File: src/rtl/core/bsig_pkg.sv
package bsig_pkg;

  // Number of fraction bits of every Q-format value at the ports.
  localparam int unsigned FRAC_BITS = 16;

  // Index of the last term of the alternating series for exp(-f), f in [0, 1).
  localparam int unsigned EXP_TERMS = 20;
  // Whole-number part at or above which exp(-|x|) is taken as zero.
  localparam int unsigned EXP_CUTOFF = 32;
  // Multiplications by exp(-1) needed for the largest whole part below the cutoff.
  localparam int unsigned POW_STEPS = EXP_CUTOFF - 1;
  // Quotient bits of p = e / (1 + e), which never exceeds one half.
  localparam int unsigned QUO_BITS = 31;

  localparam logic [63:0] ONE_Q32 = 64'd1 << 32;
  localparam logic [63:0] ONE_Q31 = 64'd1 << 31;
  localparam logic [63:0] HALF_Q31 = 64'd1 << 30;

  // exp(-1) in Q0.32, formed as the square of the truncated series for exp(-1/2).
  localparam logic [32:0] EXP_NEG_ONE = 33'd1580030168;

  // The series term that leaves the last cell is subtracted when its index is odd.
  localparam logic LAST_TERM_SUB = 1'(EXP_TERMS % 2);

  // Configuration register indexes.
  localparam logic CFG_UPPER = 1'b0;
  localparam logic CFG_LOWER = 1'b1;

  typedef struct packed {
    logic signed [31:0] multiplier;
    logic               last_in;
  } bsig_in_t;

  typedef struct packed {
    logic signed [31:0] bounded_value;
    logic signed [31:0] slope;
    logic               last_out;
  } bsig_out_t;

  // Control that travels with every pipeline slot.
  typedef struct packed {
    logic       valid;
    logic       last;
    logic       pos;
    logic       big;
    logic [4:0] n;
  } ctl_t;

endpackage

File: src/rtl/core/bsig_div_cell.sv
module bsig_div_cell
  import bsig_pkg::*;
(
  input  logic                clk_i,
  input  logic                rst_ni,
  input  logic                en_i,
  input  ctl_t                ctl_i,
  input  logic [33:0]         rem_i,
  input  logic [33:0]         den_i,
  input  logic [QUO_BITS-1:0] quo_i,
  output ctl_t                ctl_o,
  output logic [33:0]         rem_o,
  output logic [33:0]         den_o,
  output logic [QUO_BITS-1:0] quo_o
);

  ctl_t                ctl_q;
  logic [34:0]         shifted;
  logic [34:0]         diff;
  logic                ge;
  logic [33:0]         rem_d, rem_q, den_q;
  logic [QUO_BITS-1:0] quo_q;

  // One restoring step: the remainder stays below the divisor.
  assign shifted = {rem_i, 1'b0};
  assign diff    = shifted - {1'b0, den_i};
  assign ge      = (shifted >= {1'b0, den_i});
  assign rem_d   = ge ? diff[33:0] : shifted[33:0];

  always_ff @(posedge clk_i or negedge rst_ni) begin
    if (!rst_ni) begin
      ctl_q <= '0;
    end else if (en_i) begin
      ctl_q <= ctl_i;
    end
  end

  always_ff @(posedge clk_i) begin
    if (en_i) begin
      rem_q <= rem_d;
      den_q <= den_i;
      quo_q <= {quo_i[QUO_BITS-2:0], ge};
    end
  end

  assign ctl_o = ctl_q;
  assign rem_o = rem_q;
  assign den_o = den_q;
  assign quo_o = quo_q;

endmodule

File: config.mk
export PLATFORM = sky130hd
export DESIGN_NAME = bsig_div_cell
export DESIGN_NICKNAME = d
export VERILOG_FILES = /design/src/rtl/core/bsig_pkg.sv /design/src/rtl/core/bsig_div_cell.sv
export SDC_FILE = /design/constraint.sdc
export NUM_CORES = 1
export LEC_CHECK = 0
export ABC_AREA = 0
export BUFFER_PORTS_ARGS = -buffer_cell sky130_fd_sc_hd__buf_2
export CAP_MARGIN = 20
export CORE_MARGIN = 2
export CORE_UTILIZATION = 30
export DETAILED_ROUTE_END_ITERATION = 6
export PLACE_DENSITY = 0.64
export REMOVE_ABC_BUFFERS = 1
export SKIP_CTS_REPAIR_TIMING = 1
export SYNTH_ARGS = -nofsm -noshare
export SYNTH_HDL_FRONTEND = slang
export SYNTH_SLANG_ARGS = --single-unit
File: constraint.sdc
create_clock -name clk_i -period 0.8 [get_ports clk_i]
set_input_delay 0.08 -clock clk_i [delete_from_list [all_inputs] [get_ports clk_i]]
set_output_delay 0.08 -clock clk_i [all_outputs]
set_load 0.02 [all_outputs]
## After elaboration in Yosys (flattened, before gate mapping)

Index checks and enable logic that the tools add are counted.

| operators by class | value |
|---|---|
| add/subtract/negate cells | 1 |
| magnitude comparators | 1 |
| multiplexer cells | 1 |

Operator list:

| cell | count |
|---|---|
| $ge 35x34->1 | 1 |
| $mux 34 | 1 |
| $sub 34x34->34 | 1 |

| word-level totals | value |
|---|---|
| register bits after elaboration | 108 |
| input bits | 111 |
| output and inout bits | 108 |
| logic and storage cells | 12 |

## Depth between registers and ports, before layout

| logic depth | value |
|---|---|
| depth in word-level cells | 2 |
| gate-level depth with buffers | 14 |
| depth with buffers taken out | 11 |

## Worst setup path after synthesis

No wires, ideal clock.

| path | value |
|---|---|
| kind | input to register |
| from | in den_i[0] |
| to | reg rem_q[32], in the netlist rem_o[32] (data pin) |
| setup time | 0.260 ns |
| arrival time | 2.545 ns |
| data required time | 0.540 ns |
| setup slack | -2.006 ns |
| stages on the path | 10 |
| buffers on the path | 0 |
| path through | inv_1 fa_1 a21o_1 a221oi_4 a211oi_2 a311o_2 a21oi_1 nor3_1 or3b_1 mux2_4 |

| on the way | value |
|---|---|
| cells in the longest elaborated chain, start to end | 2 |
| elaborated cells on any way between the ends | 3 |
| those cells by class | 1 x add/sub; 1 x order compare; 1 x mux |

Ends and longest elaborated chain:

| item | RTL line | text |
|---|---|---|
| start, declared | bsig_div_cell.sv:9 | `input logic [33:0] den_i,` |
| $sub 34x34->34 / $ge 35x34->1 (equally long branches) | bsig_div_cell.sv:26, bsig_div_cell.sv:27 |  |
| $mux 34 (*) | bsig_div_cell.sv:28 | `assign rem_d = ge ? diff[33:0] : shifted[33:0];` |
| named net rem_d[32] | bsig_div_cell.sv:21 | `logic [33:0] rem_d, rem_q, den_q;` |
| end signal, assigned | bsig_div_cell.sv:40 | `rem_q <= rem_d;` |
| end, declared | bsig_div_cell.sv:21 |  |

The timed path passes the listed nets; every way through them passes the cells marked *.
A chain may end at the register's enable or synchronous reset.

## Worst setup path after layout

Same ends and word-level chain as after synthesis.

==> metrics <==
first-pass iteration count of the detailed router=4; critical path class=primary input to flip-flop; I/O Buffers=217; Synth Instances=449; Area growth syn-to-layout=62.9%; Initial Utilization=0.307; Clk Latency, worst-skew pair=0.35 ns; TritonCTS clock tree=yes; number of fill cells in the layout=1709; Fin. Hold Viols=0; failing checks=setup timing; Core ar.=18800 um2; synthesized flop and latch total=108; Die X=143 um; Buf/Inv on CP=2; RSZ-0062 raised after global routing=true; CTS sink cnt=108; commonest cells in the netlist=99 x edfxtp_1, 40 x inv_1, 34 x ha_1; hpwl dp=12600 um; final setup vio count=143; Core Rows=50; Die Height=143 um; most numerous cell in the Yosys netlist=edfxtp_1; # DRC=0; Pwr Density=1790 nW/um2; r2r endpoint=ctl_o[4]; Psw=5.16 mW; Rel. slew slack=0.767; Lkg Pwr=4.28 nW; Hold Path Class=primary input to flip-flop; Power, Total=16.9 mW; nets=1011; Post-Place Cells=1041; Top Ports=219; Vias=5136; Synth Cell Area=5790 um2; share of cells above drive strength 1=0.515; switching share of power=0.306; antenna violations before repair=3; DR WL/cell=15.1 um; DRT iter0 DRCs=203; Worst Reg-to-Reg Cells=1; Distinct cells, synth=68; global router's overall resource usage=0.150; Yosys Warn Count=0; multi-input logic area=2530 um2; CP startpoint=den_i[0]; Sequential Power Share=0.417; die footprint=20400 um2; status=complete, but fails checks; Num CTS Buffers=9; Post-Route WL=17100 um; post-synth top area cell=edfxtp_1; Routed Antenna Nets=0; worst-path cell chain=buf_8 -> inv_4 -> fa_2 -> a21o_1 -> a221oi_4 -> a211oi_2 -> a311o_2 -> a21oi_4 -> nor3_2 -> or3b_1 -> mux2_4; Post-Layout Cell Count=1132; R2R setup slack=0.04 ns; Slowest cell on crit path=fa_2; MaxCap Viol Count=0; dominant cells by area after synthesis=edfxtp_1 51%, ha_1 7.3%, mux2_2 5.6%; Reg clk slew, reported paths=0.08 ns; register area=3200 um2; CP required=0.90 ns; gr ovfl total=0; sequential area share after synthesis=0.553; r2r startpoint=ctl_o[4]; predominant post-synthesis flop cell=edfxtp_1; startpoint types=primary input; min cycle time layout=2.37 ns; Worst-Margin Slew=0.346 ns; Max Clock Skew=0 ns; slowest stage delay, CP=0.39 ns; first-pass GRT wire length=23900 um; clock buffer depth=2; Max Slew Vio Count=0; H-tree Lvls=3; post-synth top area share=0.514; final core area utilization=0.501; asr flop ratio synth=0.0833; EDFF count, synth=99; Worst EP arrival=2.47 ns; number of global-route vias before repair=4829; Combinational Power Share=0.319; Worst VDD drop=1.01 mV; routed vias/inst=4.54; Worst Path Max Fanout=3; period utilization=2.96; endpoint class of the critical path=flip-flop; Internal Power=11.7 mW; largest net degree at the start of global routing=49; CP Depth=11; power share of the clock group=0.264; worst hold slack=0.00698 ns; Final WS setup=-1.57 ns; Clock Tree Root=clkbuf_16; global placement routability congestion=0.877; Syn Area/Cell=12.9 um2; Setup crit end=rem_o[32]; Worst path top cell family by delay=compound AO/OA/AOI/OAI gates; maximum clock frequency=0.422 GHz
-- sequential cells by signal (all words and copies together), names as in the netlist --
name / flops
quo_o: 31
rem_o: 34
ctl_o: 9
den_o: 34
-- through the flow --
step	area, um2	worst slack, ns	TNS, ns
final	9430	-1.57	-69.55
after CTS	8460	-1.86	-80.36
after floorplan	5710	-2.06	-67.62
after global placement	8160	-2.18	-76.26
after detailed placement	8160	-2.20	-77.43
after global routing	9430	-1.66	-77.22
-- metal layers --
layer | part of all wire | track usage | vias up
met5 | 0 | 0 | -
met4 | 0.020 | 0.0537 | 0
met3 | 0.062 | 0.0332 | 21
met2 | 0.50 | 0.262 | 162
met1 | 0.42 | 0.181 | 2425
li1 | - | - | 2528
-- kinds of logic after synthesis --
kind of cell,after synthesis,share of synthesized area
simple gates,75,0.0726
xor+xnor,27,0.0409
fa+ha+maj,35,0.0770
flops,108,0.553
compound gates,110,0.135
mux,39,0.0815
buf+inv,55,0.0406
-- power groups by stage --
| stage | sequential [mW] | clock (mW) | combinational [mW] |
|---|---|---|---|
| CTS | 7.04 | 4.58 | 4.91 |
| detailed placement | 7.17 | 0 | 4.88 |
| floorplan | 7.97 | 0 | 1.82 |
| global route | 7.10 | 4.78 | 5.84 |
| finish | 7.04 | 4.47 | 5.39 |
| global placement | 7.14 | 0 | 4.85 |
-- worst min-delay path by stage --
| stage | start | endpoint | slack [ns] | depth (start not counted) |
|---|---|---|---|---|
| after floorplan | rst_ni | ctl_o[0] | -0.22 | 0 |
| after global placement | rst_ni | ctl_o[2] | -0.06 | 1 |
| after detailed placement | rst_ni | ctl_o[2] | -0.06 | 1 |
| after CTS | rst_ni | ctl_o[2] | -0.45 | 1 |
| after global routing | den_i[22] | den_o[22] | 0.001 | 2 |
| final | den_i[22] | den_o[22] | 0.007 | 2 |
-- area by class of cell --
| cell class | count | area share |
|---|---|---|
| Sequential cell | 108 | 0.339 |
| Timing Repair Buffer | 419 | 0.309 |
| Multi-Input combinational cell | 286 | 0.269 |
| Tap cell | 260 | 0.0345 |
| Clock buffer | 9 | 0.0239 |
| Inverter | 41 | 0.0174 |
| Clock inverter | 7 | 0.00703 |
| Antenna cell | 2 | 0.000531 |
-- cells in the final DEF, fill, tap and decap left out, types with 5 or more instances in the layout --
cell type,n
buf_2,211
buf_4,125
edfxtp_1,99
dlygate4sd3_1,70
inv_1,38
mux2_2,29
ha_1,29
a21oi_1,25
a21o_1,17
xnor2_1,15
o21ai_0,14
nand2_1,14
nor2_1,12
xor2_1,12
nand4_1,10
clkbuf_16,10
mux2_4,9
dfrtp_1,9
a21oi_2,6
nor3_1,6
buf_12,6
o211ai_1,5
buf_6,5
Note: power is estimated with default switching activity, not from simulation.
