### src/rtl/core/bsig_pkg.sv
package bsig_pkg;

  // Number of fraction bits of every Q-format value at the ports.
  localparam int unsigned FRAC_BITS = 16;

  // Index of the last term of the alternating series for exp(-f), f in [0, 1).
  localparam int unsigned EXP_TERMS = 20;
  // Whole-number part at or above which exp(-|x|) is taken as zero.
  localparam int unsigned EXP_CUTOFF = 32;
  // Multiplications by exp(-1) needed for the largest whole part below the cutoff.
  localparam int unsigned POW_STEPS = EXP_CUTOFF - 1;
  // Quotient bits of p = e / (1 + e), which never exceeds one half.
  localparam int unsigned QUO_BITS = 31;

  localparam logic [63:0] ONE_Q32 = 64'd1 << 32;
  localparam logic [63:0] ONE_Q31 = 64'd1 << 31;
  localparam logic [63:0] HALF_Q31 = 64'd1 << 30;

  // exp(-1) in Q0.32, formed as the square of the truncated series for exp(-1/2).
  localparam logic [32:0] EXP_NEG_ONE = 33'd1580030168;

  // The series term that leaves the last cell is subtracted when its index is odd.
  localparam logic LAST_TERM_SUB = 1'(EXP_TERMS % 2);

  // Configuration register indexes.
  localparam logic CFG_UPPER = 1'b0;
  localparam logic CFG_LOWER = 1'b1;

  typedef struct packed {
    logic signed [31:0] multiplier;
    logic               last_in;
  } bsig_in_t;

  typedef struct packed {
    logic signed [31:0] bounded_value;
    logic signed [31:0] slope;
    logic               last_out;
  } bsig_out_t;

  // Control that travels with every pipeline slot.
  typedef struct packed {
    logic       valid;
    logic       last;
    logic       pos;
    logic       big;
    logic [4:0] n;
  } ctl_t;

endpackage

### src/rtl/core/bsig_pow_cell.sv
module bsig_pow_cell
  import bsig_pkg::*;
(
  input  logic        clk_i,
  input  logic        rst_ni,
  input  logic        en_i,
  input  logic [4:0]  step_i,
  input  ctl_t        ctl_i,
  input  logic [32:0] e_i,
  output ctl_t        ctl_o,
  output logic [32:0] e_o
);

  ctl_t        ctl_q;
  logic [32:0] e_d, e_q;
  logic [64:0] prod;

  // Multiply by exp(-1) only while this step lies below the whole-number part.
  assign prod = 65'(e_i) * 65'(EXP_NEG_ONE);
  assign e_d  = (step_i < ctl_i.n) ? prod[64:32] : e_i;

  always_ff @(posedge clk_i or negedge rst_ni) begin
    if (!rst_ni) begin
      ctl_q <= '0;
    end else if (en_i) begin
      ctl_q <= ctl_i;
    end
  end

  always_ff @(posedge clk_i) begin
    if (en_i) begin
      e_q <= e_d;
    end
  end

  assign ctl_o = ctl_q;
  assign e_o   = e_q;

endmodule

### config.mk
export PLATFORM = sky130hd
export DESIGN_NAME = bsig_pow_cell
export DESIGN_NICKNAME = d
export VERILOG_FILES = /design/src/rtl/core/bsig_pkg.sv /design/src/rtl/core/bsig_pow_cell.sv
export SDC_FILE = /design/constraint.sdc
export NUM_CORES = 1
export LEC_CHECK = 0
export ABC_AREA = 1
export BUFFER_PORTS_ARGS = -buffer_cell sky130_fd_sc_hd__buf_2
export CAP_MARGIN = 25
export CORE_ASPECT_RATIO = 0.6
export CORE_UTILIZATION = 55
export CTS_CLUSTER_DIAMETER = 50
export DETAILED_ROUTE_END_ITERATION = 8
export PLACE_DENSITY_LB_ADDON = 0.3
export SLEW_MARGIN = 40
export SYNTH_ARGS = -nofsm -noshare
export SYNTH_HDL_FRONTEND = slang
export SYNTH_SLANG_ARGS = --single-unit
### constraint.sdc
create_clock -name clk_i -period 2.2 [get_ports clk_i]
set_input_delay 0.22 -clock clk_i [delete_from_list [all_inputs] [get_ports clk_i]]
set_output_delay 0.22 -clock clk_i [all_outputs]
set_load 0.01 [all_outputs]
# Word level (Yosys, flattened, before mapping)
# Index checks and enable logic that the tools add are counted.
# W data, S select, Z words.
# word_totals
regBits,42
latchBits,0
ramBits,0
romBits,0
output_inout_bits,42
word_cells,10
mem_count,0
# classes
add_sub_neg,0
n_mul,1
div,0
order_cmp,1
eq_ne,0
n_shift,0
n_mux,1
bitwise,0
reduce_logical,0
# ops
op,count
$mul A33 B28 Y61 const B,1
$mux W32,1
$lt A5 B5 Y1,1

# Depth between registers and ports, before layout
# Gate-level depths: netlist (run 1).
# depth
ltp_word,2
depth_mapped,31
mapped_depth_nobuf,31

# Worst setup path after synthesis (run 1)
# No wires, ideal clock.
# synth_path
kind,input port to flip-flop
startpoint,input e_i[19]
endpoint,"register e_q[23], in the netlist e_o[23] (data pin)"
setup_ns,0.253
arrival_ns,4.895
required_time_ns,1.947
setup_slack_ns,-2.948
stages,21
path_cell_list,fa_1 > fa_1 > fa_1 > inv_1 > fa_1 > fa_1 > inv_1 > fa_1 > inv_1 > fa_1 > inv_1 > ha_1 > nand2_1 > nor2_2 > nand2_2 > nor4_1 > nand2_1 > nand2_1 > nand2_1 > nand3_1 > nand2_1
# synth_between
elab_chain_cells,2
# synth_rtl
element,line_no,rtl
from (decl),bsig_pow_cell.sv:9,"input logic [32:0] e_i,"
$mul A33 B28 Y61,bsig_pow_cell.sv:19,assign prod = 65'(e_i) * 65'(EXP_NEG_ONE);
$mux W32,bsig_pow_cell.sv:20,assign e_d = (step_i < ctl_i.n) ? prod[64:32] : e_i;
via e_d[23],bsig_pow_cell.sv:15,"logic [32:0] e_d, e_q;"
to (signal assigned),bsig_pow_cell.sv:32,e_q <= e_d;
to (decl),bsig_pow_cell.sv:15,
# The timed path passes the listed nets, and every way through them passes these cells.
# A chain may end at the register's enable or synchronous reset.

# Worst setup path in the final report (run 1)
# layout_path
startpoint,input e_i[21]
endpoint,"register e_q[24], in the netlist e_o[24] (data pin)"
# The elaborated chain is that of the path after synthesis.

==> results of run 1 <==
[worst max-delay path: stages]
cell,delay (ps)
sky130_fd_sc_hd__buf_6,160
sky130_fd_sc_hd__inv_1,110
sky130_fd_sc_hd__fa_1,550
sky130_fd_sc_hd__inv_1,70
sky130_fd_sc_hd__fa_1,540
sky130_fd_sc_hd__inv_1,60
sky130_fd_sc_hd__fa_1,470
sky130_fd_sc_hd__fa_1,420
sky130_fd_sc_hd__fa_1,520
sky130_fd_sc_hd__inv_1,60
sky130_fd_sc_hd__fa_2,650
sky130_fd_sc_hd__ha_4,240
sky130_fd_sc_hd__ha_4,280
sky130_fd_sc_hd__a21oi_1,260
sky130_fd_sc_hd__o21ai_0,180
sky130_fd_sc_hd__a21oi_1,170
sky130_fd_sc_hd__nand2_1,130
sky130_fd_sc_hd__a21oi_4,170
sky130_fd_sc_hd__nand3_1,110
sky130_fd_sc_hd__nand3_1,110
sky130_fd_sc_hd__nand2_1,50
[metal layers]
metal,routed length (um),global-route usage,up-vias
li1,-,-,8533
met1,34200,0.574,9199
met2,32200,0.575,883
met3,10500,0.177,129
met4,1510,0.0652,4
met5,27,0,-
[kinds of logic (layout without fill, tap and decap cells)]
logic type / Yosys count / in the layout / synth area share
AOI/OAI and AO/OA: 113 / 113 / 0.0298
xor gates and xnor gates: 35 / 35 / 0.0147
adders and majority gates: 734 / 734 / 0.576
buffers and inverters: 931 / 1417 / 0.168
DFF: 42 / 42 / 0.0582
muxes: 5 / 5 / 0.00270
and+or+nand+nor: 744 / 744 / 0.151
[cells in the final DEF, fill, tap and decap left out, types with 7 or more instances in the layout]
master                     Yosys  layout
sky130_fd_sc_hd__a21oi_1      61      31
sky130_fd_sc_hd__a21oi_2       1      21
sky130_fd_sc_hd__a21oi_4       0      10
sky130_fd_sc_hd__buf_12        0      21
sky130_fd_sc_hd__buf_2         4      61
sky130_fd_sc_hd__buf_4         0     354
sky130_fd_sc_hd__buf_6         0      39
sky130_fd_sc_hd__dfrtp_1       9       9
sky130_fd_sc_hd__edfxtp_1     33      33
sky130_fd_sc_hd__fa_1        379     323
sky130_fd_sc_hd__fa_2          0      56
sky130_fd_sc_hd__ha_1        355     242
sky130_fd_sc_hd__ha_2          0      21
sky130_fd_sc_hd__ha_4          0      92
sky130_fd_sc_hd__inv_1       914     821
sky130_fd_sc_hd__inv_2         9      96
sky130_fd_sc_hd__nand2_1     502     362
sky130_fd_sc_hd__nand2_2      15     103
sky130_fd_sc_hd__nand2_4       0      45
sky130_fd_sc_hd__nand2_8       0       7
sky130_fd_sc_hd__nand3_1      83      53
sky130_fd_sc_hd__nand3_2       1      28
sky130_fd_sc_hd__nand4_1      15      15
sky130_fd_sc_hd__nor2_1       75      29
sky130_fd_sc_hd__nor2_2       15      23
sky130_fd_sc_hd__nor2_4        3      41
sky130_fd_sc_hd__o21ai_0      17      15
sky130_fd_sc_hd__o21ai_1      14       8
sky130_fd_sc_hd__o21ai_2       0       8
sky130_fd_sc_hd__or2_2        21      11
sky130_fd_sc_hd__or2_4         0      10
sky130_fd_sc_hd__xnor2_1      15      12
sky130_fd_sc_hd__xor2_1       20       9
[area by class of cell]
class	count	area share
Multi-Input combinational cell	1631	0.670
Tap cell	504	0.0220
Clock buffer	6	0.00523
Sequential cell	42	0.0424
Inverter	924	0.122
Timing Repair Buffer	485	0.138
Clock inverter	2	0.000480
[how the worst max path moves through the flow]
stage,slack (ps),depth (start not counted),from,endpoint
4_1_cts,-3190,24,e_i[25],e_o[24]$_DFFE_PP_
6_report,-3280,21,e_i[21],e_o[24]$_DFFE_PP_
3_5_place_dp,-3780,22,e_i[24],e_o[24]$_DFFE_PP_
3_3_place_gp,-3750,22,e_i[24],e_o[24]$_DFFE_PP_
5_1_grt,-3460,21,e_i[21],e_o[24]$_DFFE_PP_
2_1_floorplan,-2880,23,e_i[19],e_o[20]$_DFFE_PP_
[per-stage QoR]
| step | worst slack (ps) | TNS, ps | utilization | cell area [um^2] | cells |
|---|---|---|---|---|---|
| 3_5_place_dp | -3780 | -115870 | 0.692 | 25500 | 3539 |
| 5_1_grt | -3460 | -105870 | 0.778 | 28700 | 3594 |
| 3_3_place_gp | -3750 | -113800 | 0.692 | 25500 | 3539 |
| 4_1_cts | -3190 | -99230 | 0.750 | 27700 | 3574 |
| 2_1_floorplan | -2880 | -87960 | - | 21700 | 2604 |
| 6_report | -3280 | -101100 | 0.778 | 28700 | 3594 |
[sequential cells by signal, indices dropped and copies added (netlist names)]
name   count
e_o       33
ctl_o      9
[what timing repair did]
item	in CTS	in global routing
setup endpoints to repair	32	32
hold buffers	1	0
endpoints found under the hold margin	9	0
buffers inserted	26	20
resized for setup	414	223
pin swaps	207	149
gates cloned	2	0
==> out/qor.txt, run 1 <==
==================================================================================================
Drt wl/cell .........................................................................      21.8 um
Critical R2R Launch ................................................................. ctl_o[6]$_DFFE_PN0P_
Setup slack of the critical path after layout .......................................     -3280 ps
Clk_lat worst skew ..................................................................       290 ps
DPL Wire Length .....................................................................      66.2 mm
Antenna violations before repair ....................................................            2
Area grow syn2layout ................................................................        37.4%
Highest Clock Rate ..................................................................    0.182 GHz
Worst endpoint data arrival time ....................................................      5530 ps
Synthesized netlist cell count ......................................................        2,604
Area taken by multi-input logic gates ...............................................  19,200 um^2
Maximum Capacitance Violations ......................................................            0
Main area contributors after synthesis .............................................. sky130_fd_sc_hd__fa_1, sky130_fd_sc_hd__ha_1, sky130_fd_sc_hd__inv_1
Critical path data required time ....................................................      2250 ps
Most frequent cell after synthesis .................................................. sky130_fd_sc_hd__inv_1
Clk sinks ...........................................................................           42
Dominant synthesized flop cell ...................................................... sky130_fd_sc_hd__edfxtp_1
Die outline height ..................................................................       153 um
Sequential cell area fraction in the yosys report ...................................       0.0582
Type of the setup path with the least slack .........................................       in2reg
RSZ-0062 raised after global routing ................................................         true
Number of global-route vias before repair ...........................................       19,600
GRT Util Overall ....................................................................        0.404
Min cycle time layout ...............................................................      5480 ps
Antenna Cells .......................................................................            0
Mean instance size in the synthesized netlist .......................................    8.02 um^2
Number of synthesized register bits .................................................           42
Failing checks ...................................................................... negative setup slack
Total I/O pin count .................................................................           92
Fraction of post-synthesis cell area in the top cell type by area ...................        0.363
Hold-critical path depth ............................................................            2
Overall die area ....................................................................  38,800 um^2
Hold Violations, Final ..............................................................            0
Remaining DRCs ......................................................................            0
CP Max Fanout .......................................................................            9
Sum of routed wire length over all layers ...........................................      78.5 mm
Hold Crit Class .....................................................................       in2reg
DRC violation total after the first TritonRoute iteration ...........................        1,662
Element type at the critical path end ...............................................    flip-flop
Via/cell ratio ......................................................................         5.22
Measured slew at the worst slew-check pin ...........................................       789 ps
CTS tree ............................................................................        built
Total clock buffers created by CTS ..................................................            5
Number of rows in the core area .....................................................           54
Total nets after synthesis ..........................................................        3,388
Top post-synthesis cells by count ................................................... sky130_fd_sc_hd__inv_1, sky130_fd_sc_hd__nand2_1, sky130_fd_sc_hd__fa_1
Post-synthesis instance area ........................................................  20,900 um^2
Number of buffers added on ports ....................................................           91
Global-route wire length before repair ..............................................       114 mm
Clock root buffer master ............................................................ sky130_fd_sc_hd__clkbuf_16
Setup slack on the worst flop-to-flop path ..........................................      1440 ps
Clock skew ..........................................................................         0 ps
Deepest clock path buffer count .....................................................            2
Largest net degree at the start of global routing ...................................           29
Overflow after GRT ..................................................................            0
Via count ...........................................................................       18,700
Yosys top cell by area .............................................................. sky130_fd_sc_hd__fa_1
Placer congestion estimate ..........................................................         1.07
Area of the placeable core ..........................................................  36,900 um^2
Yosys synthesis warning count .......................................................            0
Final-layout worst hold slack .......................................................       161 ps
Count of final max-slew check failures ..............................................            0
Worst Reg2Reg Path Length in Cells ..................................................            1
Post-synthesis cell type count ......................................................           36
H-tree Lvls .........................................................................            2
Ratio of cells with drive above 1 in the final layout ...............................        0.361
Clock transition time at the flip-flop clock pins of the worst setup and hold paths .        70 ps
Fill cells ..........................................................................        2,513
Async S/R FF share, synth ...........................................................        0.214
1st-pass router iterations ..........................................................            6
Type of element launching the critical path .........................................    input pin
Terminus of the critical flop-to-flop path .......................................... ctl_o[6]$_DFFE_PN0P_
# setup viols final .................................................................           32
EDFF count, synth ...................................................................           33
Sequential standard cell area .......................................................    1220 um^2
Chip width ..........................................................................       254 um
Status .............................................................................. complete, but fails checks
Period Utilization, post-route ......................................................         2.49
Worst-case hold path end point ...................................................... ctl_o[8]$_DFFE_PN0P_
Worst slew margin relative to its limit .............................................        0.474
Startpoint of the worst hold path ...................................................     ctl_i[8]
# nets final ........................................................................        3,873
Post-route ant nets .................................................................            0
Starting density of the core ........................................................        0.566
==================================================================================================
Power of run 1 is not shown: default switching activity piles up to over one toggle a cycle in this logic, so the estimate is an artifact.
==> run 2, diff against run 1 <==
--- a/config.mk
+++ b/config.mk
@@ -13,6 +13,7 @@
 export CTS_CLUSTER_DIAMETER = 50
 export DETAILED_ROUTE_END_ITERATION = 8
 export PLACE_DENSITY_LB_ADDON = 0.3
+export SKIP_CTS_REPAIR_TIMING = 1
 export SLEW_MARGIN = 40
 export SYNTH_ARGS = -nofsm -noshare
 export SYNTH_HDL_FRONTEND = slang
==> run 2 against run 1 <==
Net effect:
- the flow still finishes with violations (negative setup slack)
- register-to-register slack hardly changed
- flip-flop and latch count did not move
- cell area is 3.1% lower
- fmax is essentially flat
- final cell count down 0.45%
- worst hold slack about the same
==> out/qor.txt, run 2 (synthesis gave the netlist of run 1 again) <==
==================================================================================================
Startpoint of the worst hold path ...................................................     ctl_i[8]
Clock root buffer master ............................................................ sky130_fd_sc_hd__clkbuf_16
Largest net degree at the start of global routing ...................................           29   unchanged
Clock transition time at the flip-flop clock pins of the worst setup and hold paths .        80 ps   about the same
Chip width ..........................................................................       254 um   unchanged
Clk sinks ...........................................................................           42   unchanged
Element type at the critical path end ...............................................    flip-flop
Overall die area ....................................................................  38,800 um^2   unchanged
Worst slew margin relative to its limit .............................................        0.487   +0.0128
CP Max Fanout .......................................................................            7   -2
Worst-case hold path end point ...................................................... ctl_o[8]$_DFFE_PN0P_
Sum of routed wire length over all layers ...........................................      75.3 mm   -4.0%
Terminus of the critical flop-to-flop path .......................................... ctl_o[6]$_DFFE_PN0P_
Drt wl/cell .........................................................................      21.1 um   -3.6%
Most frequent cells in the layout ................................................... sky130_fd_sc_hd__inv_1, sky130_fd_sc_hd__nand2_1, sky130_fd_sc_hd__buf_4
Ratio of cells with drive above 1 in the final layout ...............................        0.327   -0.0336
Hold Violations, Final ..............................................................            0   unchanged
Post-route ant nets .................................................................            0   unchanged
Max FFs per register ................................................................           33   unchanged
# nets final ........................................................................        3,857   -0.41%
DPL Wire Length .....................................................................      66.2 mm   unchanged
Status .............................................................................. complete, but fails checks
Most frequent standard cell in the layout excluding fill and tap cells .............. sky130_fd_sc_hd__inv_1
Number of buffers added on ports ....................................................           91   unchanged
Hold-critical path depth ............................................................            2   unchanged
Type of element launching the critical path .........................................    input pin
H-tree Lvls .........................................................................            2   unchanged
Count of final max-slew check failures ..............................................            0   unchanged
Number of global-route vias before repair ...........................................       18,900   -3.3%
Failing checks ...................................................................... negative setup slack
Cell repeated most along the worst path ............................................. sky130_fd_sc_hd__nand2_1
Via/cell ratio ......................................................................         5.18   -0.76%
Die outline height ..................................................................       153 um   unchanged
Highest Clock Rate ..................................................................    0.182 GHz   about the same
Worst Reg2Reg Path Length in Cells ..................................................            1   unchanged
Area of all placed cells without fillers ............................................  27,800 um^2   -3.1%
Type of the setup path with the least slack .........................................       in2reg
Antenna violations before repair ....................................................            0   -2
TNS Setup ...........................................................................  -101,820 ps   -726 ps
Antenna Cells .......................................................................            0   unchanged
Setup slack on the worst flop-to-flop path ..........................................      1440 ps   about the same
Min cycle time layout ...............................................................      5480 ps   -4.95 ps
Area grow syn2layout ................................................................        33.2%
Remaining DRCs ......................................................................            0   unchanged
Area of the placeable core ..........................................................  36,900 um^2   unchanged
Total I/O pin count .................................................................           92   unchanged
1st-pass router iterations ..........................................................            6   unchanged
Final-layout worst hold slack .......................................................       161 ps   +0.0380 ps
Total buffers and inverters traversed by the critical path ..........................            6   +1
Placer congestion estimate ..........................................................         1.07   unchanged
Maximum Capacitance Violations ......................................................            0   unchanged
Fill cells ..........................................................................        2,687   +6.9%
Critical path data required time ....................................................      2260 ps   about the same
Slowest cell on crit path ........................................................... sky130_fd_sc_hd__fa_1
Number of standard cells in the layout, taps in and fillers out .....................        3,578   -0.45%
# setup viols final .................................................................           32   unchanged
GRT Util Overall ....................................................................        0.387   -0.0165
Worst endpoint data arrival time ....................................................      5540 ps   about the same
Total clock buffers created by CTS ..................................................            5   unchanged
Period Utilization, post-route ......................................................         2.49   about the same
CTS tree ............................................................................        built
Global-route wire length before repair ..............................................       110 mm   -3.7%
Starting density of the core ........................................................        0.566   unchanged
Setup slack of the critical path after layout .......................................     -3280 ps   +4.95 ps
Deepest clock path buffer count .....................................................            2   unchanged
Clock skew ..........................................................................         0 ps   unchanged
Via count ...........................................................................       18,500   -1.2%
Crit path max-delay family ..........................................................  adder cells
Cell breakdown of the critical path ................................................. clkbuf_4 > buf_4 > fa_1 > fa_1 > fa_1 > inv_1 > fa_1 > fa_1 > inv_1 > fa_1 > ha_1 > ha_4 > nand2_1 > inv_2 > buf_4 > nand2_1 > o21bai_1 > nand2_1 > nand2_1 > a21oi_2 > nand2_1 > nand2_1 > nand3_1 > nand2_1
DRC violation total after the first TritonRoute iteration ...........................        1,669   +0.42%
Critical R2R Launch ................................................................. ctl_o[6]$_DFFE_PN0P_
RSZ-0062 raised after global routing ................................................         true
Cell count along the critical path ..................................................           24   +14%
Hold Crit Class .....................................................................       in2reg
Overflow after GRT ..................................................................            0   unchanged
Area after detailed placement .......................................................  25,500 um^2   unchanged
Measured slew at the worst slew-check pin ...........................................       770 ps   -19.1 ps
Number of rows in the core area .....................................................           54   unchanged
Clk_lat worst skew ..................................................................       290 ps   about the same
Largest stage delay on the critical path ............................................       560 ps   -90 ps
Cell total after placement ..........................................................        3,539   unchanged
==================================================================================================
## run 2: cell count changes in the layout (fill, tap and decap cells not counted), moves of 10 or more
cell	before	now
sky130_fd_sc_hd__nand2_1	362	375
sky130_fd_sc_hd__inv_1	821	844
sky130_fd_sc_hd__ha_1	242	265
sky130_fd_sc_hd__nand3_2	28	17
sky130_fd_sc_hd__inv_2	96	72
sky130_fd_sc_hd__nand3_1	53	65
sky130_fd_sc_hd__nand2_4	45	35
sky130_fd_sc_hd__ha_4	92	69
## run 2: through the flow
step,setup WS [ps],util
2_1_floorplan,-2880,-
3_3_place_gp,-3750,0.692
3_5_place_dp,-3780,0.692
4_1_cts,-3480,0.697
5_1_grt,-3420,0.754
6_report,-3280,0.754
## run 2: cell type report
| type | count | area [um^2] | area share |
|---|---|---|---|
| Timing Repair Buffer | 469 | 3720 | 0.134 |
| Clock inverter | 2 | 13.8 | 0.000495 |
| Sequential cell | 42 | 1220 | 0.0437 |
| Inverter | 924 | 3490 | 0.126 |
| Tap cell | 504 | 631 | 0.0227 |
| Clock buffer | 6 | 150 | 0.00540 |
| Multi-Input combinational cell | 1631 | 18600 | 0.668 |
## run 2: routing by layer
| layer | vias to the layer above | global-route usage | share of wire |
|---|---|---|---|
| li1 | 8503 | - | - |
| met3 | 73 | 0.124 | 0.13 |
| met2 | 933 | 0.546 | 0.40 |
| met4 | 0 | 0.0413 | 0.013 |
| met1 | 9014 | 0.594 | 0.45 |
| met5 | - | 0 | 0 |
## run 2: how the worst max path moves through the flow
stage	slack [ps]	end	from
2_1_floorplan	-2880	e_o[20]$_DFFE_PP_	e_i[19]
3_3_place_gp	-3750	e_o[24]$_DFFE_PP_	e_i[24]
3_5_place_dp	-3780	e_o[24]$_DFFE_PP_	e_i[24]
4_1_cts	-3480	e_o[24]$_DFFE_PP_	e_i[24]
5_1_grt	-3420	e_o[31]$_DFFE_PP_	e_i[25]
6_report	-3280	e_o[27]$_DFFE_PP_	e_i[22]
Power of run 2 is left out for the same reason.
==> run 3, diff against run 2 <==
--- a/config.mk
+++ b/config.mk
@@ -7,9 +7,10 @@
 export LEC_CHECK = 0
 export ABC_AREA = 1
 export BUFFER_PORTS_ARGS = -buffer_cell sky130_fd_sc_hd__buf_2
-export CAP_MARGIN = 25
+export CELL_PAD_IN_SITES_DETAIL_PLACEMENT = 1
+export CELL_PAD_IN_SITES_GLOBAL_PLACEMENT = 1
 export CORE_ASPECT_RATIO = 0.6
-export CORE_UTILIZATION = 55
+export CORE_UTILIZATION = 54
 export CTS_CLUSTER_DIAMETER = 50
 export DETAILED_ROUTE_END_ITERATION = 8
 export PLACE_DENSITY_LB_ADDON = 0.3
==> run 3 against run 2 <==
Net effect:
- the flow now stops in global routing
- synthesized cell count unchanged
- synthesized area unchanged
==> out/qor.txt, run 3 <==
================================================================================
GRT Util Overall ..................................................        0.969
Share of cell area taken by muxes after synthesis .................      0.00270   unchanged
Top post-synthesis cells by count ................................. sky130_fd_sc_hd__inv_1, sky130_fd_sc_hd__nand2_1, sky130_fd_sc_hd__fa_1
Cell total after placement ........................................        3,532   -0.20%
Dominant combinational cell family by area after synthesis ........  adder cells
Most frequent cell after synthesis ................................ sky130_fd_sc_hd__inv_1
Overflow after GRT ................................................        2,005
Die outline height ................................................       154 um   +0.91%
Compound-Gate Fraction of Synth Area ..............................       0.0298   unchanged
Total nets after synthesis ........................................        3,388   unchanged
Worst endpoint from the post-global-route timing repair ........... e_o[28]$_DFFE_PP_/D
DPL Wire Length ...................................................      89.9 mm   +36%
Status ............................................................ aborted with a tool error
Number of buffers added on ports ..................................           91   unchanged
Total clock buffers created by CTS ................................            5   unchanged
Async S/R FF share, synth .........................................        0.214   unchanged
Adder and majority cell fraction of the synthesized area ..........        0.576   unchanged
Post-synthesis instance area ......................................  20,900 um^2   unchanged
Clk sinks .........................................................           42   unchanged
Synthesized netlist cell count ....................................        2,604   unchanged
Chip width ........................................................       256 um   +0.91%
Number of rows in the core area ...................................           55   +1.9%
Synthesized-area fraction occupied by and/or/nand/nor cells .......        0.151   unchanged
H-tree Lvls .......................................................            2   unchanged
Main area contributors after synthesis ............................ sky130_fd_sc_hd__fa_1, sky130_fd_sc_hd__ha_1, sky130_fd_sc_hd__inv_1
Fraction of post-synthesis cell area in the top cell type by area .        0.363   unchanged
Sequential cell area fraction in the yosys report .................       0.0582   unchanged
First error in the log ............................................ [ERROR GRT-0232] Routing congestion too high. Check the congestion heatmap in the GUI.
Yosys top cell by area ............................................ sky130_fd_sc_hd__fa_1
Clock root buffer master .......................................... sky130_fd_sc_hd__clkbuf_16
Worst endpoint kind after the last repair ......................... sequential cell input
Post-synthesis cell type count ....................................           36   unchanged
Yosys synthesis warning count .....................................            0   unchanged
Number of synthesized register bits ...............................           42   unchanged
Placer congestion estimate ........................................         1.05   -2.1%
Stage reached ..................................................... global routing
EDFF count, synth .................................................           33   unchanged
Deepest clock path buffer count ...................................            2   unchanged
Total I/O pin count ...............................................           92   unchanged
Mean instance size in the synthesized netlist .....................    8.02 um^2   unchanged
Starting density of the core ......................................        0.551   -0.0153
Dominant synthesized flop cell .................................... sky130_fd_sc_hd__edfxtp_1
Largest net degree at the start of global routing .................           43
Xor/xnor cell area share of the yosys netlist .....................       0.0147   unchanged
================================================================================
-- run 3: cell counts after synthesis --
No cell type changed its count.
-- run 3: cell families after synthesis --
group / count (synthesis)
AOI/OAI and AO/OA: 113
DFF: 42
buffers and inverters: 931
adders and majority gates: 734
muxes: 5
and+or+nand+nor: 744
xor gates and xnor gates: 35
-- run 3: metrics by stage --
| stage | area [um^2] | setup slack (ps) |
|---|---|---|
| 2_1_floorplan | 21700 | -2880 |
| 3_3_place_gp | 25400 | -3700 |
| 3_5_place_dp | 25400 | -4160 |
| 4_1_cts | 25600 | -4020 |
-- run 3: routing by layer --
metal | overflow | track usage
met2 | 1463 | 1.17
met1 | 39 | 0.895
met3 | 40 | 0.825
met4 | 455 | 1.05
met5 | 8 | 0.618
==> run 4, diff against run 3 <==
--- a/config.mk
+++ b/config.mk
@@ -7,13 +7,9 @@
 export LEC_CHECK = 0
 export ABC_AREA = 1
 export BUFFER_PORTS_ARGS = -buffer_cell sky130_fd_sc_hd__buf_2
-export CELL_PAD_IN_SITES_DETAIL_PLACEMENT = 1
-export CELL_PAD_IN_SITES_GLOBAL_PLACEMENT = 1
-export CORE_ASPECT_RATIO = 0.6
-export CORE_UTILIZATION = 54
-export CTS_CLUSTER_DIAMETER = 50
+export CORE_UTILIZATION = 40
 export DETAILED_ROUTE_END_ITERATION = 8
-export PLACE_DENSITY_LB_ADDON = 0.3
+export PLACE_DENSITY_LB_ADDON = 0.15
 export SKIP_CTS_REPAIR_TIMING = 1
 export SLEW_MARGIN = 40
 export SYNTH_ARGS = -nofsm -noshare
==> run 4 against run 3 <==
Net effect:
- the flow now finishes, with violations (negative setup slack)
==> out/qor.txt, run 4 (synthesis gave the netlist of run 1 again) <==
==================================================================================================
Clock transition time at the flip-flop clock pins of the worst setup and hold paths .        70 ps
Number of global-route vias before repair ...........................................       18,800
Post-route ant nets .................................................................            0
Clock root buffer master ............................................................ sky130_fd_sc_hd__clkbuf_16
1st-pass router iterations ..........................................................            5
Deepest clock path buffer count .....................................................            2   unchanged
Worst endpoint data arrival time ....................................................      5580 ps
Status .............................................................................. complete, but fails checks
Antenna violations before repair ....................................................            1
Critical path data required time ....................................................      2240 ps
Element type at the critical path end ...............................................    flip-flop
Hold Violations, Final ..............................................................            0
CP Max Fanout .......................................................................            6
Ratio of cells with drive above 1 in the final layout ...............................        0.367
Most frequent standard cell in the layout excluding fill and tap cells .............. sky130_fd_sc_hd__inv_1
Remaining DRCs ......................................................................            0
Antenna Cells .......................................................................            0
# setup viols final .................................................................           32
Via count ...........................................................................       17,900
Slowest cell on crit path ........................................................... sky130_fd_sc_hd__fa_1
Clk_lat worst skew ..................................................................       300 ps
Min cycle time layout ...............................................................      5550 ps
DPL Wire Length .....................................................................      67.1 mm   -25%
CTS tree ............................................................................        built
Measured slew at the worst slew-check pin ...........................................       646 ps
Setup slack of the critical path after layout .......................................     -3350 ps
Type of the setup path with the least slack .........................................       in2reg
Overflow after GRT ..................................................................            0
Global-route wire length before repair ..............................................       112 mm
Worst slew margin relative to its limit .............................................        0.569
Count of final max-slew check failures ..............................................            0
Placer congestion estimate ..........................................................         1.03   -1.4%
Highest Clock Rate ..................................................................    0.180 GHz
Cell repeated most along the worst path ............................................. sky130_fd_sc_hd__fa_1
Clock skew ..........................................................................         0 ps
Chip width ..........................................................................       230 um   -9.9%
DRC violation total after the first TritonRoute iteration ...........................          997
Failing checks ...................................................................... negative setup slack
Via/cell ratio ......................................................................         4.71
H-tree Lvls .........................................................................            2   unchanged
Sum of routed wire length over all layers ...........................................      75.0 mm
Die outline height ..................................................................       230 um   +49%
Period Utilization, post-route ......................................................         2.52
Maximum Capacitance Violations ......................................................            0
Number of rows in the core area .....................................................           83   +51%
Number of buffers added on ports ....................................................           91   unchanged
Util after Layout ...................................................................        0.564
Largest stage delay on the critical path ............................................       600 ps
Area grow syn2layout ................................................................        38.9%
Type of element launching the critical path .........................................    input pin
Most frequent cells in the layout ................................................... sky130_fd_sc_hd__inv_1, sky130_fd_sc_hd__buf_4, sky130_fd_sc_hd__nand2_1
Largest net degree at the start of global routing ...................................           25
Max FFs per register ................................................................           33
# nets final ........................................................................        3,896
GRT Util Overall ....................................................................        0.285
RSZ-0062 raised after global routing ................................................         true
Starting density of the core ........................................................        0.406   -0.144
Total clock buffers created by CTS ..................................................            5   unchanged
Drt wl/cell .........................................................................      19.8 um
Total I/O pin count .................................................................           92   unchanged
Hold Crit Class .....................................................................       in2reg
Clk sinks ...........................................................................           42   unchanged
Area of the placeable core ..........................................................  51,400 um^2
Overall die area ....................................................................  53,100 um^2
==================================================================================================
-- run 4: final cells by class --
| cell class | count | area (um^2) |
|---|---|---|
| flip-flops and latches | 42 | 1220 |
| clock buffers | 5 | 125 |
| inverters | 924 | 3480 |
| fillers | 4766 | 22400 |
| repair buffers | 508 | 4110 |
| multi-input cells | 1631 | 19200 |
| clock inverters | 3 | 25.0 |
| well taps | 680 | 851 |
-- run 4: layer usage --
metal / vias up / global-route usage / wire length [um]
met1: 8801 / 0.382 / 33200
met2: 420 / 0.492 / 36600
li1: 8560 / - / -
met4: 0 / 0.0706 / 2280
met3: 89 / 0.0263 / 2860
met5: - / 0 / 0
-- run 4: through the flow --
step	setup slack [ps]	instance area (um^2)	setup TNS [ps]	instances	hold WS, ps
final	-3350	29000	-101580	3793	161
after global routing	-3500	29000	-106760	3793	163
after detailed placement	-3930	26000	-118060	3754	91.8
after CTS	-3640	26200	-108700	3762	-230
after floorplan	-2880	21700	-87960	2604	-75.6
after global placement	-3940	26000	-117580	3754	81.8
-- run 4: worst max-delay path: cells and delay by family --
| kind | cells | cell delay, ps |
|---|---|---|
| fa+ha+maj | 8 | 3920 |
| simple gates | 9 | 780 |
| buf+inv | 8 | 620 |
-- run 4: worst paths after layout --
path | startpoint | to | slack (ps) | cells after the start
worst max-delay path | e_i[20] | e_o[27]$_DFFE_PP_ | -3350 | 25
min in group asynchronous | rst_ni | ctl_o[0]$_DFFE_PN0P_ | 310 | 2
worst min register to register | ctl_o[5]$_DFFE_PN0P_ | ctl_o[5]$_DFFE_PN0P_ | 510 | 1
worst max register to register | ctl_o[7]$_DFFE_PN0P_ | ctl_o[7]$_DFFE_PN0P_ | 1420 | 1
worst min-delay path | ctl_i[6] | ctl_o[6]$_DFFE_PN0P_ | 160 | 2
max in group asynchronous | rst_ni | ctl_o[7]$_DFFE_PN0P_ | 1680 | 2
Power of run 4 is left out for the same reason.
